===== config.mk =====
export PLATFORM = sky130hd
export DESIGN_NAME = raycast_wall_column_setup_unit
export DESIGN_NICKNAME = d
export VERILOG_FILES = /design/src/sv/rwc_pkg.sv /design/src/sv/rwc_fifo.sv /design/src/sv/rwc_front.sv /design/src/sv/rwc_div.sv /design/src/sv/rwc_back.sv /design/src/sv/raycast_wall_column_setup_unit.sv
export SDC_FILE = /design/constraint.sdc
export NUM_CORES = 2
export LEC_CHECK = 0
export ABC_AREA = 1
export ABC_CLOCK_PERIOD_IN_PS = 7500
export BUFFER_PORTS_ARGS = -buffer_cell sky130_fd_sc_hd__buf_2
export CAP_MARGIN = 20
export CORE_MARGIN = 2
export CORE_UTILIZATION = 44
export DETAILED_ROUTE_END_ITERATION = 6
export GPL_TIMING_DRIVEN = 0
export SLEW_MARGIN = 20
export SYNTH_ARGS = -nofsm -noshare
export SYNTH_HDL_FRONTEND = slang
export SYNTH_SLANG_ARGS = --single-unit

===== constraint.sdc =====
create_clock -name clk -period 7.5 [get_ports clk]
set_input_delay 1.125 -clock clk [delete_from_list [all_inputs] [get_ports clk]]
set_output_delay 1.125 -clock clk [all_outputs]
set_load 0.03 [all_outputs]

===== src/sv/rwc_pkg.sv =====
`timescale 1ns / 1ps
// Shared types, widths, register indexes and reset values for the raycaster
// wall column setup block. No dependencies.
package rwc_pkg;

  // Fixed point and size limits
  localparam int FRAC_BITS   = 16;
  localparam int DIR_FRAC    = 14;
  localparam int MAX_ROWS    = 2048;
  localparam int MAX_TEX_DIM = 1024;

  // Field widths
  localparam int SCREEN_W = 12;
  localparam int TEX_W    = 11;
  localparam int POS_W    = 24;
  localparam int DIR_W    = 16;
  localparam int DIST_W   = 24;
  localparam int LH_W     = 16;
  localparam int ID_W     = 2;
  localparam int ROW_W    = 11;
  localparam int COL_W    = 10;
  localparam int FIX_W    = 26;

  // Derived widths
  localparam int FRAC_TOT = FRAC_BITS + DIR_FRAC;         // wall coordinate fraction
  localparam int H_W      = $clog2(MAX_ROWS + 1);         // clamped screen height
  localparam int TW_W     = $clog2(MAX_TEX_DIM + 1);      // clamped texture width
  localparam int RW       = LH_W + 1;                     // row arithmetic
  localparam int OFF_W    = LH_W - 1;                     // start offset, at most lh/2
  localparam int CP_W     = FRAC_TOT + TW_W;              // column product
  localparam int NUM_W    = TEX_W + OFF_W + FRAC_BITS;    // widest dividend
  localparam int NUMX_W   = (NUM_W > FIX_W + LH_W) ? NUM_W : FIX_W + LH_W;
  localparam int TOP_W    = NUMX_W - FIX_W;               // dividend bits above quotient
  localparam int CNT_W    = $clog2(FIX_W);

  // Divider lanes: texel step and texel start
  localparam int DIV_LANES = 2;
  localparam int LANE_STEP  = 0;
  localparam int LANE_START = 1;

  // Queue between front and back
  localparam int QUEUE_DEPTH = 2;
  localparam int QPTR_W = (QUEUE_DEPTH > 1) ? $clog2(QUEUE_DEPTH) : 1;
  localparam int QCNT_W = $clog2(QUEUE_DEPTH + 1);

  // Configuration port
  localparam int CFG_REGS   = 5;
  localparam int CFG_IDX_W  = $clog2(CFG_REGS);
  localparam int CFG_DATA_W = 24;

  localparam logic [CFG_IDX_W-1:0] CFG_SCREEN_HEIGHT  = CFG_IDX_W'(0);
  localparam logic [CFG_IDX_W-1:0] CFG_TEXTURE_WIDTH  = CFG_IDX_W'(1);
  localparam logic [CFG_IDX_W-1:0] CFG_TEXTURE_HEIGHT = CFG_IDX_W'(2);
  localparam logic [CFG_IDX_W-1:0] CFG_VIEWER_X       = CFG_IDX_W'(3);
  localparam logic [CFG_IDX_W-1:0] CFG_VIEWER_Y       = CFG_IDX_W'(4);

  // Texture codes
  localparam logic [ID_W-1:0] TEX_EAST  = ID_W'(0);
  localparam logic [ID_W-1:0] TEX_WEST  = ID_W'(1);
  localparam logic [ID_W-1:0] TEX_SOUTH = ID_W'(2);
  localparam logic [ID_W-1:0] TEX_NORTH = ID_W'(3);

  typedef struct packed {
    logic [SCREEN_W-1:0] screen_height;
    logic [TEX_W-1:0]    texture_width;
    logic [TEX_W-1:0]    texture_height;
    logic [POS_W-1:0]    viewer_x;
    logic [POS_W-1:0]    viewer_y;
  } rwc_cfg_t;

  localparam rwc_cfg_t CFG_RESET = '{
    screen_height:  SCREEN_W'(480),
    texture_width:  TEX_W'(64),
    texture_height: TEX_W'(64),
    viewer_x:       POS_W'(0),
    viewer_y:       POS_W'(0)
  };

  // One classified ray waiting for the back end
  typedef struct packed {
    logic [ID_W-1:0]     tex_id;
    logic [ROW_W-1:0]    first_row;
    logic [ROW_W-1:0]    final_row;
    logic [FRAC_TOT-1:0] frac;
    logic                mirror;
    logic [OFF_W-1:0]    off;
    logic [LH_W-1:0]     wall_height;
  } rwc_job_t;

endpackage


===== src/sv/rwc_fifo.sv =====
`timescale 1ns / 1ps
// Short job queue between the front and back ends.
// Depends on rwc_pkg.
module rwc_fifo import rwc_pkg::*; (
  input  logic     clk,
  input  logic     rst_n,
  input  logic     push,
  input  rwc_job_t job_in,
  output logic     full,
  input  logic     pop,
  output rwc_job_t job_out,
  output logic     empty
);

  rwc_job_t            mem_r [QUEUE_DEPTH];
  logic [QPTR_W-1:0]   wr_ptr_r, wr_ptr_nxt;
  logic [QPTR_W-1:0]   rd_ptr_r, rd_ptr_nxt;
  logic [QCNT_W-1:0]   count_r, count_nxt;

  assign full    = (count_r == QCNT_W'(QUEUE_DEPTH));
  assign empty   = (count_r == '0);
  assign job_out = mem_r[rd_ptr_r];

  // Pointer and fill count update
  always_comb begin
    wr_ptr_nxt = wr_ptr_r;
    rd_ptr_nxt = rd_ptr_r;
    count_nxt  = count_r;
    if (push) begin
      wr_ptr_nxt = (wr_ptr_r == QPTR_W'(QUEUE_DEPTH - 1)) ? '0 : wr_ptr_r + 1'b1;
    end
    if (pop) begin
      rd_ptr_nxt = (rd_ptr_r == QPTR_W'(QUEUE_DEPTH - 1)) ? '0 : rd_ptr_r + 1'b1;
    end
    if (push && !pop) begin
      count_nxt = count_r + 1'b1;
    end else if (pop && !push) begin
      count_nxt = count_r - 1'b1;
    end
  end

  always_ff @(posedge clk) begin
    if (!rst_n) begin
      wr_ptr_r <= '0;
      rd_ptr_r <= '0;
      count_r  <= '0;
    end else begin
      wr_ptr_r <= wr_ptr_nxt;
      rd_ptr_r <= rd_ptr_nxt;
      count_r  <= count_nxt;
    end
  end

  // Entry storage, no reset
  always_ff @(posedge clk) begin
    if (push) begin
      mem_r[wr_ptr_r] <= job_in;
    end
  end

endmodule


===== src/sv/rwc_front.sv =====
`timescale 1ns / 1ps
// Front end: accepts a ray, picks the texture, clamps the rows and forms the
// wall coordinate fraction, then queues the job. Depends on rwc_pkg.
module rwc_front import rwc_pkg::*; (
  input  logic                    clk,
  input  logic                    rst_n,
  input  rwc_cfg_t                cfg,
  input  logic                    in_push,
  input  logic                    in_hit_side,
  input  logic signed [DIR_W-1:0] in_direction_x,
  input  logic signed [DIR_W-1:0] in_direction_y,
  input  logic [DIST_W-1:0]       in_hit_distance,
  input  logic [LH_W-1:0]         in_wall_height,
  input  logic                    q_full,
  output logic                    q_push,
  output rwc_job_t                q_job
);

  logic [ID_W-1:0]          last_tex_r, last_tex_nxt;
  logic [H_W-1:0]           h;
  logic [RW-1:0]            h_x, half_x, lh2_x, sum_x;
  logic                     lh2_ge;
  logic [RW-1:0]            first_x, final_x, off_x;
  logic [POS_W-1:0]         pos;
  logic signed [DIR_W-1:0]  dir;
  logic [POS_W+DIR_FRAC-1:0] pos_sh;
  logic signed [DIST_W+DIR_W:0] prod;

  assign q_push = in_push && !q_full;

  // Texture choice; a zero component on the crossed axis keeps the last one
  always_comb begin
    last_tex_nxt = last_tex_r;
    if (!in_hit_side) begin
      if (in_direction_x < 0) begin
        last_tex_nxt = TEX_EAST;
      end else if (in_direction_x > 0) begin
        last_tex_nxt = TEX_WEST;
      end
    end else begin
      if (in_direction_y < 0) begin
        last_tex_nxt = TEX_SOUTH;
      end else if (in_direction_y > 0) begin
        last_tex_nxt = TEX_NORTH;
      end
    end
  end

  // Row window around the screen center
  always_comb begin
    h       = (32'(cfg.screen_height) > MAX_ROWS) ? H_W'(MAX_ROWS) : H_W'(cfg.screen_height);
    h_x     = RW'(h);
    half_x  = RW'(h >> 1);
    lh2_x   = RW'(in_wall_height >> 1);
    sum_x   = half_x + lh2_x;
    lh2_ge  = (lh2_x >= half_x);
    first_x = lh2_ge ? '0 : half_x - lh2_x;
    off_x   = lh2_ge ? lh2_x - half_x : '0;
    if (sum_x >= h_x) begin
      final_x = (h == '0) ? '0 : h_x - 1'b1;
    end else begin
      final_x = sum_x;
    end
  end

  // Fraction of the hit position along the wall
  always_comb begin
    pos    = in_hit_side ? cfg.viewer_x : cfg.viewer_y;
    dir    = in_hit_side ? in_direction_x : in_direction_y;
    pos_sh = {pos, {DIR_FRAC{1'b0}}};
    prod   = (DIST_W+DIR_W+1)'($signed({1'b0, in_hit_distance})) *
             (DIST_W+DIR_W+1)'(dir);
  end

  always_comb begin
    q_job.tex_id      = last_tex_nxt;
    q_job.first_row   = ROW_W'(first_x);
    q_job.final_row   = ROW_W'(final_x);
    q_job.frac        = pos_sh[FRAC_TOT-1:0] + prod[FRAC_TOT-1:0];
    q_job.mirror      = (!in_hit_side && (in_direction_x > 0)) ||
                        (in_hit_side && (in_direction_y < 0));
    q_job.off         = OFF_W'(off_x);
    q_job.wall_height = in_wall_height;
  end

  always_ff @(posedge clk) begin
    if (!rst_n) begin
      last_tex_r <= TEX_EAST;
    end else if (q_push) begin
      last_tex_r <= last_tex_nxt;
    end
  end

endmodule


===== src/sv/rwc_div.sv =====
`timescale 1ns / 1ps
// Two-lane restoring divider sharing one divisor, one quotient bit per cycle,
// with overflow saturation to all ones. Depends on rwc_pkg.
module rwc_div import rwc_pkg::*; (
  input  logic              clk,
  input  logic              rst_n,
  input  logic              start,
  input  logic [LH_W-1:0]   divisor,
  input  logic [NUMX_W-1:0] num [DIV_LANES],
  output logic              busy,
  output logic [FIX_W-1:0]  quot [DIV_LANES]
);

  typedef enum logic [1:0] {D_IDLE, D_CHECK, D_RUN} state_t;

  state_t             state_r, state_nxt;
  logic [CNT_W-1:0]   cnt_r, cnt_nxt;
  logic [LH_W-1:0]    dvs_r, dvs_nxt;
  logic [TOP_W-1:0]   top_r [DIV_LANES];
  logic [TOP_W-1:0]   top_nxt [DIV_LANES];
  logic [FIX_W-1:0]   nq_r [DIV_LANES];
  logic [FIX_W-1:0]   nq_nxt [DIV_LANES];
  logic [LH_W-1:0]    rem_r [DIV_LANES];
  logic [LH_W-1:0]    rem_nxt [DIV_LANES];
  logic               ovf_r [DIV_LANES];
  logic               ovf_nxt [DIV_LANES];
  logic [LH_W:0]      r_ext [DIV_LANES];
  logic [LH_W:0]      diff [DIV_LANES];
  logic               ge [DIV_LANES];

  assign busy = (state_r != D_IDLE);

  // Per-lane trial subtract
  always_comb begin
    for (int i = 0; i < DIV_LANES; i++) begin
      r_ext[i] = {rem_r[i], nq_r[i][FIX_W-1]};
      diff[i]  = r_ext[i] - {1'b0, dvs_r};
      ge[i]    = (r_ext[i] >= {1'b0, dvs_r});
      quot[i]  = ovf_r[i] ? '1 : nq_r[i];
    end
  end

  // Sequencer
  always_comb begin
    state_nxt = state_r;
    cnt_nxt   = cnt_r;
    dvs_nxt   = dvs_r;
    for (int i = 0; i < DIV_LANES; i++) begin
      top_nxt[i] = top_r[i];
      nq_nxt[i]  = nq_r[i];
      rem_nxt[i] = rem_r[i];
      ovf_nxt[i] = ovf_r[i];
    end
    case (state_r)
      D_IDLE: begin
        if (start) begin
          dvs_nxt = divisor;
          cnt_nxt = CNT_W'(FIX_W - 1);
          for (int i = 0; i < DIV_LANES; i++) begin
            top_nxt[i] = num[i][NUMX_W-1:FIX_W];
            nq_nxt[i]  = num[i][FIX_W-1:0];
          end
          state_nxt = D_CHECK;
        end
      end
      D_CHECK: begin
        // quotient too wide for the result when the high part reaches the divisor
        for (int i = 0; i < DIV_LANES; i++) begin
          ovf_nxt[i] = (top_r[i] >= TOP_W'(dvs_r));
          rem_nxt[i] = top_r[i][LH_W-1:0];
        end
        state_nxt = D_RUN;
      end
      D_RUN: begin
        for (int i = 0; i < DIV_LANES; i++) begin
          rem_nxt[i] = ge[i] ? diff[i][LH_W-1:0] : r_ext[i][LH_W-1:0];
          nq_nxt[i]  = {nq_r[i][FIX_W-2:0], ge[i]};
        end
        if (cnt_r == '0) begin
          state_nxt = D_IDLE;
        end else begin
          cnt_nxt = cnt_r - 1'b1;
        end
      end
      default: begin
        state_nxt = D_IDLE;
      end
    endcase
  end

  always_ff @(posedge clk) begin
    if (!rst_n) begin
      state_r <= D_IDLE;
      for (int i = 0; i < DIV_LANES; i++) begin
        ovf_r[i] <= 1'b0;
        nq_r[i]  <= '0;
      end
    end else begin
      state_r <= state_nxt;
      for (int i = 0; i < DIV_LANES; i++) begin
        ovf_r[i] <= ovf_nxt[i];
        nq_r[i]  <= nq_nxt[i];
      end
    end
    cnt_r <= cnt_nxt;
    dvs_r <= dvs_nxt;
    for (int i = 0; i < DIV_LANES; i++) begin
      top_r[i] <= top_nxt[i];
      rem_r[i] <= rem_nxt[i];
    end
  end

endmodule


===== src/sv/rwc_back.sv =====
`timescale 1ns / 1ps
// Back end: takes queued jobs, computes the texel column and runs the step and
// start divisions, then holds the result in the output register.
// Depends on rwc_pkg and rwc_div.
module rwc_back import rwc_pkg::*; (
  input  logic              clk,
  input  logic              rst_n,
  input  rwc_cfg_t          cfg,
  input  logic              q_empty,
  input  rwc_job_t          q_job,
  output logic              q_pop,
  input  logic              out_pop,
  output logic              out_empty,
  output logic [ID_W-1:0]   out_texture_id,
  output logic [ROW_W-1:0]  out_first_row,
  output logic [ROW_W-1:0]  out_final_row,
  output logic [COL_W-1:0]  out_texel_column,
  output logic [FIX_W-1:0]  out_texel_step,
  output logic [FIX_W-1:0]  out_texel_start
);

  typedef enum logic [1:0] {B_IDLE, B_PREP, B_WAIT, B_DONE} state_t;

  state_t                  state_r, state_nxt;
  rwc_job_t                job_r, job_nxt;
  logic [CP_W-1:0]         col_prod_r, col_prod_nxt;
  logic                    out_valid_r, out_valid_nxt;
  logic [ID_W-1:0]         tex_r, tex_nxt;
  logic [ROW_W-1:0]        first_r, first_nxt;
  logic [ROW_W-1:0]        final_r, final_nxt;
  logic [COL_W-1:0]        col_r, col_nxt;
  logic [FIX_W-1:0]        step_r, step_nxt;
  logic [FIX_W-1:0]        start_r, start_nxt;

  logic                    load_out;
  logic                    div_start;
  logic                    div_busy;
  logic [NUMX_W-1:0]       div_num [DIV_LANES];
  logic [FIX_W-1:0]        div_quot [DIV_LANES];
  logic [TW_W-1:0]         w;
  logic [OFF_W+TEX_W-1:0]  start_prod;
  logic [TW_W-1:0]         col_raw, col_fin;

  assign w = (32'(cfg.texture_width) > MAX_TEX_DIM) ? TW_W'(MAX_TEX_DIM)
                                                   : TW_W'(cfg.texture_width);

  // Dividends: texture height, and offset times texture height, both scaled
  assign start_prod                = (OFF_W+TEX_W)'(job_r.off) *
                                     (OFF_W+TEX_W)'(cfg.texture_height);
  assign div_num[LANE_STEP]  = NUMX_W'(cfg.texture_height) << FRAC_BITS;
  assign div_num[LANE_START] = NUMX_W'(start_prod) << FRAC_BITS;

  rwc_div u_div (
    .clk     (clk),
    .rst_n   (rst_n),
    .start   (div_start),
    .divisor (job_r.wall_height),
    .num     (div_num),
    .busy    (div_busy),
    .quot    (div_quot)
  );

  // Texel column, mirrored for walls seen from the far side
  always_comb begin
    col_raw = col_prod_r[CP_W-1:FRAC_TOT];
    if (job_r.mirror) begin
      col_fin = (w == '0) ? '0 : w - 1'b1 - col_raw;
    end else begin
      col_fin = col_raw;
    end
  end

  // Job sequencer
  always_comb begin
    state_nxt    = state_r;
    job_nxt      = job_r;
    col_prod_nxt = col_prod_r;
    q_pop        = 1'b0;
    div_start    = 1'b0;
    load_out     = 1'b0;
    case (state_r)
      B_IDLE: begin
        if (!q_empty) begin
          q_pop     = 1'b1;
          job_nxt   = q_job;
          state_nxt = B_PREP;
        end
      end
      B_PREP: begin
        div_start    = 1'b1;
        col_prod_nxt = CP_W'(job_r.frac) * CP_W'(w);
        state_nxt    = B_WAIT;
      end
      B_WAIT: begin
        if (!div_busy) begin
          state_nxt = B_DONE;
        end
      end
      B_DONE: begin
        if (!out_valid_r || out_pop) begin
          load_out  = 1'b1;
          state_nxt = B_IDLE;
        end
      end
      default: begin
        state_nxt = B_IDLE;
      end
    endcase
  end

  // Output register
  always_comb begin
    out_valid_nxt = load_out || (out_valid_r && !out_pop);
    tex_nxt       = tex_r;
    first_nxt     = first_r;
    final_nxt     = final_r;
    col_nxt       = col_r;
    step_nxt      = step_r;
    start_nxt     = start_r;
    if (load_out) begin
      tex_nxt   = job_r.tex_id;
      first_nxt = job_r.first_row;
      final_nxt = job_r.final_row;
      col_nxt   = COL_W'(col_fin);
      step_nxt  = div_quot[LANE_STEP];
      // zero line height: start row of the texture is zero
      start_nxt = (job_r.wall_height == '0) ? '0 : div_quot[LANE_START];
    end
  end

  always_ff @(posedge clk) begin
    if (!rst_n) begin
      state_r     <= B_IDLE;
      out_valid_r <= 1'b0;
    end else begin
      state_r     <= state_nxt;
      out_valid_r <= out_valid_nxt;
    end
    job_r      <= job_nxt;
    col_prod_r <= col_prod_nxt;
    tex_r      <= tex_nxt;
    first_r    <= first_nxt;
    final_r    <= final_nxt;
    col_r      <= col_nxt;
    step_r     <= step_nxt;
    start_r    <= start_nxt;
  end

  assign out_empty        = !out_valid_r;
  assign out_texture_id   = tex_r;
  assign out_first_row    = first_r;
  assign out_final_row    = final_r;
  assign out_texel_column = col_r;
  assign out_texel_step   = step_r;
  assign out_texel_start  = start_r;

endmodule


===== src/sv/raycast_wall_column_setup_unit.sv =====
`timescale 1ns / 1ps
// Raycaster wall column setup: one hit ray in, one wall slice description out.
// Input channel: present a ray with in_push; it is taken on a clock edge where
//   in_full is low. A two-entry job queue sits behind the front end, so up to
//   two rays can be taken while the back end is busy.
// Result channel: while out_empty is low the oldest result is on the out_
//   ports; it is taken on an edge where out_pop is high.
// Configuration: cfg_write_en writes cfg_data into register cfg_index on the
//   next edge; write only while no ray is in flight.
// The back end handles one ray at a time: the shared two-lane divider, which
//   produces one quotient bit per cycle for the 26-bit step and start values,
//   must finish before the back end takes the next ray from the queue.
// A stalled receiver holds the result in the output register; the back end
//   then waits with the next finished ray, and the queue keeps taking rays
//   until it is full.
// Reset (rst_n low, synchronous) empties the queue and output, loads the
//   configuration defaults and selects the east texture as last texture.
// Depends on rwc_pkg, rwc_fifo, rwc_front, rwc_back.
module raycast_wall_column_setup_unit import rwc_pkg::*; (
  input  logic                    clk,
  input  logic                    rst_n,
  input  logic                    cfg_write_en,
  input  logic [CFG_IDX_W-1:0]    cfg_index,
  input  logic [CFG_DATA_W-1:0]   cfg_data,
  input  logic                    in_push,
  output logic                    in_full,
  input  logic                    in_hit_side,
  input  logic signed [DIR_W-1:0] in_direction_x,
  input  logic signed [DIR_W-1:0] in_direction_y,
  input  logic [DIST_W-1:0]       in_hit_distance,
  input  logic [LH_W-1:0]         in_wall_height,
  output logic                    out_empty,
  input  logic                    out_pop,
  output logic [ID_W-1:0]         out_texture_id,
  output logic [ROW_W-1:0]        out_first_row,
  output logic [ROW_W-1:0]        out_final_row,
  output logic [COL_W-1:0]        out_texel_column,
  output logic [FIX_W-1:0]        out_texel_step,
  output logic [FIX_W-1:0]        out_texel_start
);

  rwc_cfg_t cfg_r, cfg_nxt;
  logic     q_push, q_full, q_pop, q_empty;
  rwc_job_t q_job_in, q_job_out;

  // Configuration register writes
  always_comb begin
    cfg_nxt = cfg_r;
    if (cfg_write_en) begin
      case (cfg_index)
        CFG_SCREEN_HEIGHT:  cfg_nxt.screen_height  = cfg_data[SCREEN_W-1:0];
        CFG_TEXTURE_WIDTH:  cfg_nxt.texture_width  = cfg_data[TEX_W-1:0];
        CFG_TEXTURE_HEIGHT: cfg_nxt.texture_height = cfg_data[TEX_W-1:0];
        CFG_VIEWER_X:       cfg_nxt.viewer_x       = cfg_data[POS_W-1:0];
        CFG_VIEWER_Y:       cfg_nxt.viewer_y       = cfg_data[POS_W-1:0];
        default:            cfg_nxt                = cfg_r;
      endcase
    end
  end

  always_ff @(posedge clk) begin
    if (!rst_n) begin
      cfg_r <= CFG_RESET;
    end else begin
      cfg_r <= cfg_nxt;
    end
  end

  assign in_full = q_full;

  rwc_front u_front (
    .clk             (clk),
    .rst_n           (rst_n),
    .cfg             (cfg_r),
    .in_push         (in_push),
    .in_hit_side     (in_hit_side),
    .in_direction_x  (in_direction_x),
    .in_direction_y  (in_direction_y),
    .in_hit_distance (in_hit_distance),
    .in_wall_height  (in_wall_height),
    .q_full          (q_full),
    .q_push          (q_push),
    .q_job           (q_job_in)
  );

  rwc_fifo u_fifo (
    .clk     (clk),
    .rst_n   (rst_n),
    .push    (q_push),
    .job_in  (q_job_in),
    .full    (q_full),
    .pop     (q_pop),
    .job_out (q_job_out),
    .empty   (q_empty)
  );

  rwc_back u_back (
    .clk              (clk),
    .rst_n            (rst_n),
    .cfg              (cfg_r),
    .q_empty          (q_empty),
    .q_job            (q_job_out),
    .q_pop            (q_pop),
    .out_pop          (out_pop),
    .out_empty        (out_empty),
    .out_texture_id   (out_texture_id),
    .out_first_row    (out_first_row),
    .out_final_row    (out_final_row),
    .out_texel_column (out_texel_column),
    .out_texel_step   (out_texel_step),
    .out_texel_start  (out_texel_start)
  );

endmodule


==> impl_metrics.csv <==
group,metric,value,unit
run_status,outcome,"finished, final reports clean",
min_path,hold_class,"flop to flop",
run,maxCapViolCount,0,
placed_design,io_buffers,173,
worst_setup_path,start_kind,"input port",
cells_and_area,drive_gt1_share,6.65,%
clock_network,clock_path_buffers,3,
cells_and_area,fin_util,48.8,%
clock_network,cts_tree,"yes",
worst_setup_path,critPathMaxFanout,10,
placed_design,dp.cells,7700,
synth,synth_area_per_cell,8.64,sq um
clock_network,cts_sinks,555,
sta,tightest_slew,0.979,ns
grt,grt_usage,23.8,%
grt,grt_pass1_vias,40200,
route,wl_per_cell,18.3,um
route,drcViolationCount,0,
synth,synthTopCellsByArea,"fa_1 (25%), edfxtp_1 (25%), nand2_1 (10%)",
synth,synth_cell_type_count,57,
synth,synth_top_area_cell,"fa_1",
sta,final-hold-violation-count,0,
worst_setup_path,r2r_slack,0.79,ns
route,firstDrtPassIters,7,
grt,antenna_found_initial,11,
power,power_density,487,nW/um^2
synth,syn_nets,7096,
die,initial_utilization,44.4,%
placed_design,post-dp-hpwl,118000,um
sta,rsz0062_at_grt,"no",
clock_network,htreeDepth,2,
min_path,min_delay_path_depth,0,
sta,finalSetupViolations,0,
sta,slew_violations,0,
route,wirelength,143000,um
sta,fin_setup_tns,0,ns
die,dieArea,120000,sq um
cells_and_area,fillers,11100,
synth,async_flop_share,0,%
synth,ys_seq_elements,555,
die,io_pins,193,
power,finalPower,27700,uW
sta,fmax,138,MHz
grt,grt_max_degree,75,
synth,ys_warn_count,0,
cells_and_area,final_cells,7817,
synth,synth_top_area_share,25.1,%
synth,syn_inst,5992,
worst_setup_path,crit_type,"input port to flop",
grt,grt_overflow,0,
cells_and_area,syn2layout_area_growth,9.93,%
synth,netlist_area,51800,sq um
clock_network,clockRootBuffer,"clkbuf_16",
grt,grt_pass1_wl,225000,um
die,die_w,347,um
route,drt_iter0_markers,2709,
clock_network,cts_made_buffers,58,
power,peakVddDrop,577,uV
synth,synth_flop_cell,"edfxtp_1",
clock_network,clk_latency,0.72,ns
power,p_leak,0.0272,uW
sta,period_share,96.4,%
worst_setup_path,crit_required,7.90,ns
worst_setup_path,r2r_cells,23,
route,via_count,39900,
synth,ys_top_cells_by_count,"nand2_1 (1431), inv_1 (1178), fa_1 (649)",
clock_network,clk_pin_slew,0.06,ns
cells_and_area,multi_input_area,31100,sq um
synth,synth_edf_count,424,
sta,min_period,7.23,ns
synth,yosysSeqAreaShare,29.7,%
synth,synth_most_common_cell,"nand2_1",
die,core_area,117000,sq um
cells_and_area,register_area,15400,sq um
cells_and_area,final_nets,7342,
worst_setup_path,cp-end-kind,"flop",
route,vias_per_cell,5.10,
placed_design,gp_congestion,0.960,
route,ant_nets,0,
sta,slew_headroom,34.0,%
die,die_y,347,um
die,row_count,125,
worst_setup_path,cp.arrival,7.63,ns
sta,clock-skew-final,0.0972,ns
[path summary, 6_finish.rpt]
| kind | start | end |
|---|---|---|
| worst max register to register | cfg_r[67] | u_back.col_prod_r[39] |
| worst max-delay path | in_hit_side | u_fifo.mem_r[0][56] |
| worst min register to register | u_back.job_r[70] | u_back.out_final_row[8] |
| worst min-delay path | u_back.job_r[70] | u_back.out_final_row[8] |
[layer usage]
metal / track usage, % / vias up / wire [um]
met2: 39.1 / 1198 / 66100
met5: 0 / - / 8
met4: 6.58 / 2 / 3930
li1: - / 19000 / -
met3: 3.56 / 210 / 8870
met1: 32.9 / 19500 / 64200
[worst max-delay path: stages]
cell	delay, ns
buf_4	0.16
inv_2	0.09
buf_2	0.18
or2_2	0.31
nand2_4	0.20
inv_1	0.20
clkbuf_4	0.28
nand2_1	0.11
fa_1	0.45
fa_1	0.52
fa_1	0.52
inv_1	0.06
fa_1	0.54
inv_1	0.05
fa_1	0.45
fa_1	0.61
inv_1	0.07
ha_1	0.37
a21oi_1	0.21
o21ai_0	0.17
a21oi_1	0.15
o21ai_1	0.16
a21oi_2	0.28
inv_1	0.07
nand2_1	0.09
nand2_1	0.05
nand2_1	0.06
nand2_1	0.07
[state kept, by name, indices dropped and copies added (netlist names), 2 cells and up]
register                 count
u_back.out_texture_id        2
u_back.job_r                86
u_back.state_r               2
u_back.out_texel_start      26
u_fifo.count_r               2
u_back.out_final_row        11
u_back.col_prod_r           10
u_fifo.mem_r               172
u_back.out_texel_column     10
u_back.u_div.top_r          17
u_back.out_texel_step       26
u_back.u_div.rem_r          32
u_back.u_div.dvs_r          16
cfg_r                       66
u_back.out_first_row        11
u_front.last_tex_r           2
u_back.u_div.nq_r           52
u_back.u_div.ovf_r           2
u_back.u_div.cnt_r           5
u_back.u_div.state_r         2
[where the power goes]
group / total, uW / internal (uW) / switching (uW)
sequential: 6090 / 5620 / 470
clock: 2930 / 1680 / 1250
combinational: 18700 / 6490 / 12200
total: 27700 / 13800 / 13900
[repair_timing]
action	4_1_cts	5_1_grt
setup endpoints to repair	20	20
hold buffers	0	0
endpoints found under the hold margin	0	0
resized for setup	10	20
pin swaps	0	1
buffers inserted	0	2
[cells by family (layout without fill, tap and decap cells)]
logic type | count (synthesis) | in the layout | synth area share, %
fa+ha+maj | 999 | 999 | 33.6
xor+xnor | 120 | 120 | 2.03
simple gates | 2313 | 2313 | 18.0
flops | 555 | 555 | 29.7
other cells | 0 | 5 | 0
mux | 1 | 1 | 0.0193
compound gates | 601 | 601 | 6.38
buf+inv | 1403 | 1699 | 10.3
[cell usage in the layout (no fill, tap or decap), types with 131 or more instances in the layout]
cell,Yosys,final
inv_1,1178,1174
buf_2,21,192
dfxtp_1,131,131
nand2_1,1431,1426
ha_1,350,349
edfxtp_1,424,424
o21ai_0,216,214
fa_1,649,649
nor2_1,579,575
a21oi_1,266,264
clkbuf_1,161,168
[through the flow]
step           cell area [sq um]  setup WS [ns]  hold WS, ns
3_3_place_gp               54500          -1.12        0.403
4_1_cts                    56800         0.0441        0.419
3_5_place_dp               54800          -1.14        0.405
5_1_grt                    56900         0.0111        0.422
2_1_floorplan              51800          0.446        0.400
6_report                   56900          0.272        0.417
[final cells by class]
type | instances | share of cell area (%)
Tap cell | 1524 | 3.35
Clock buffer | 83 | 2.95
Antenna cell | 5 | 0.0220
Clock inverter | 27 | 0.517
Inverter | 1199 | 7.93
Multi-Input combinational cell | 4034 | 54.7
Buffer | 204 | 1.51
Sequential cell | 555 | 27.0
Timing Repair Buffer | 186 | 2.01
No activity file was read; power rests on OpenSTA's default activity.
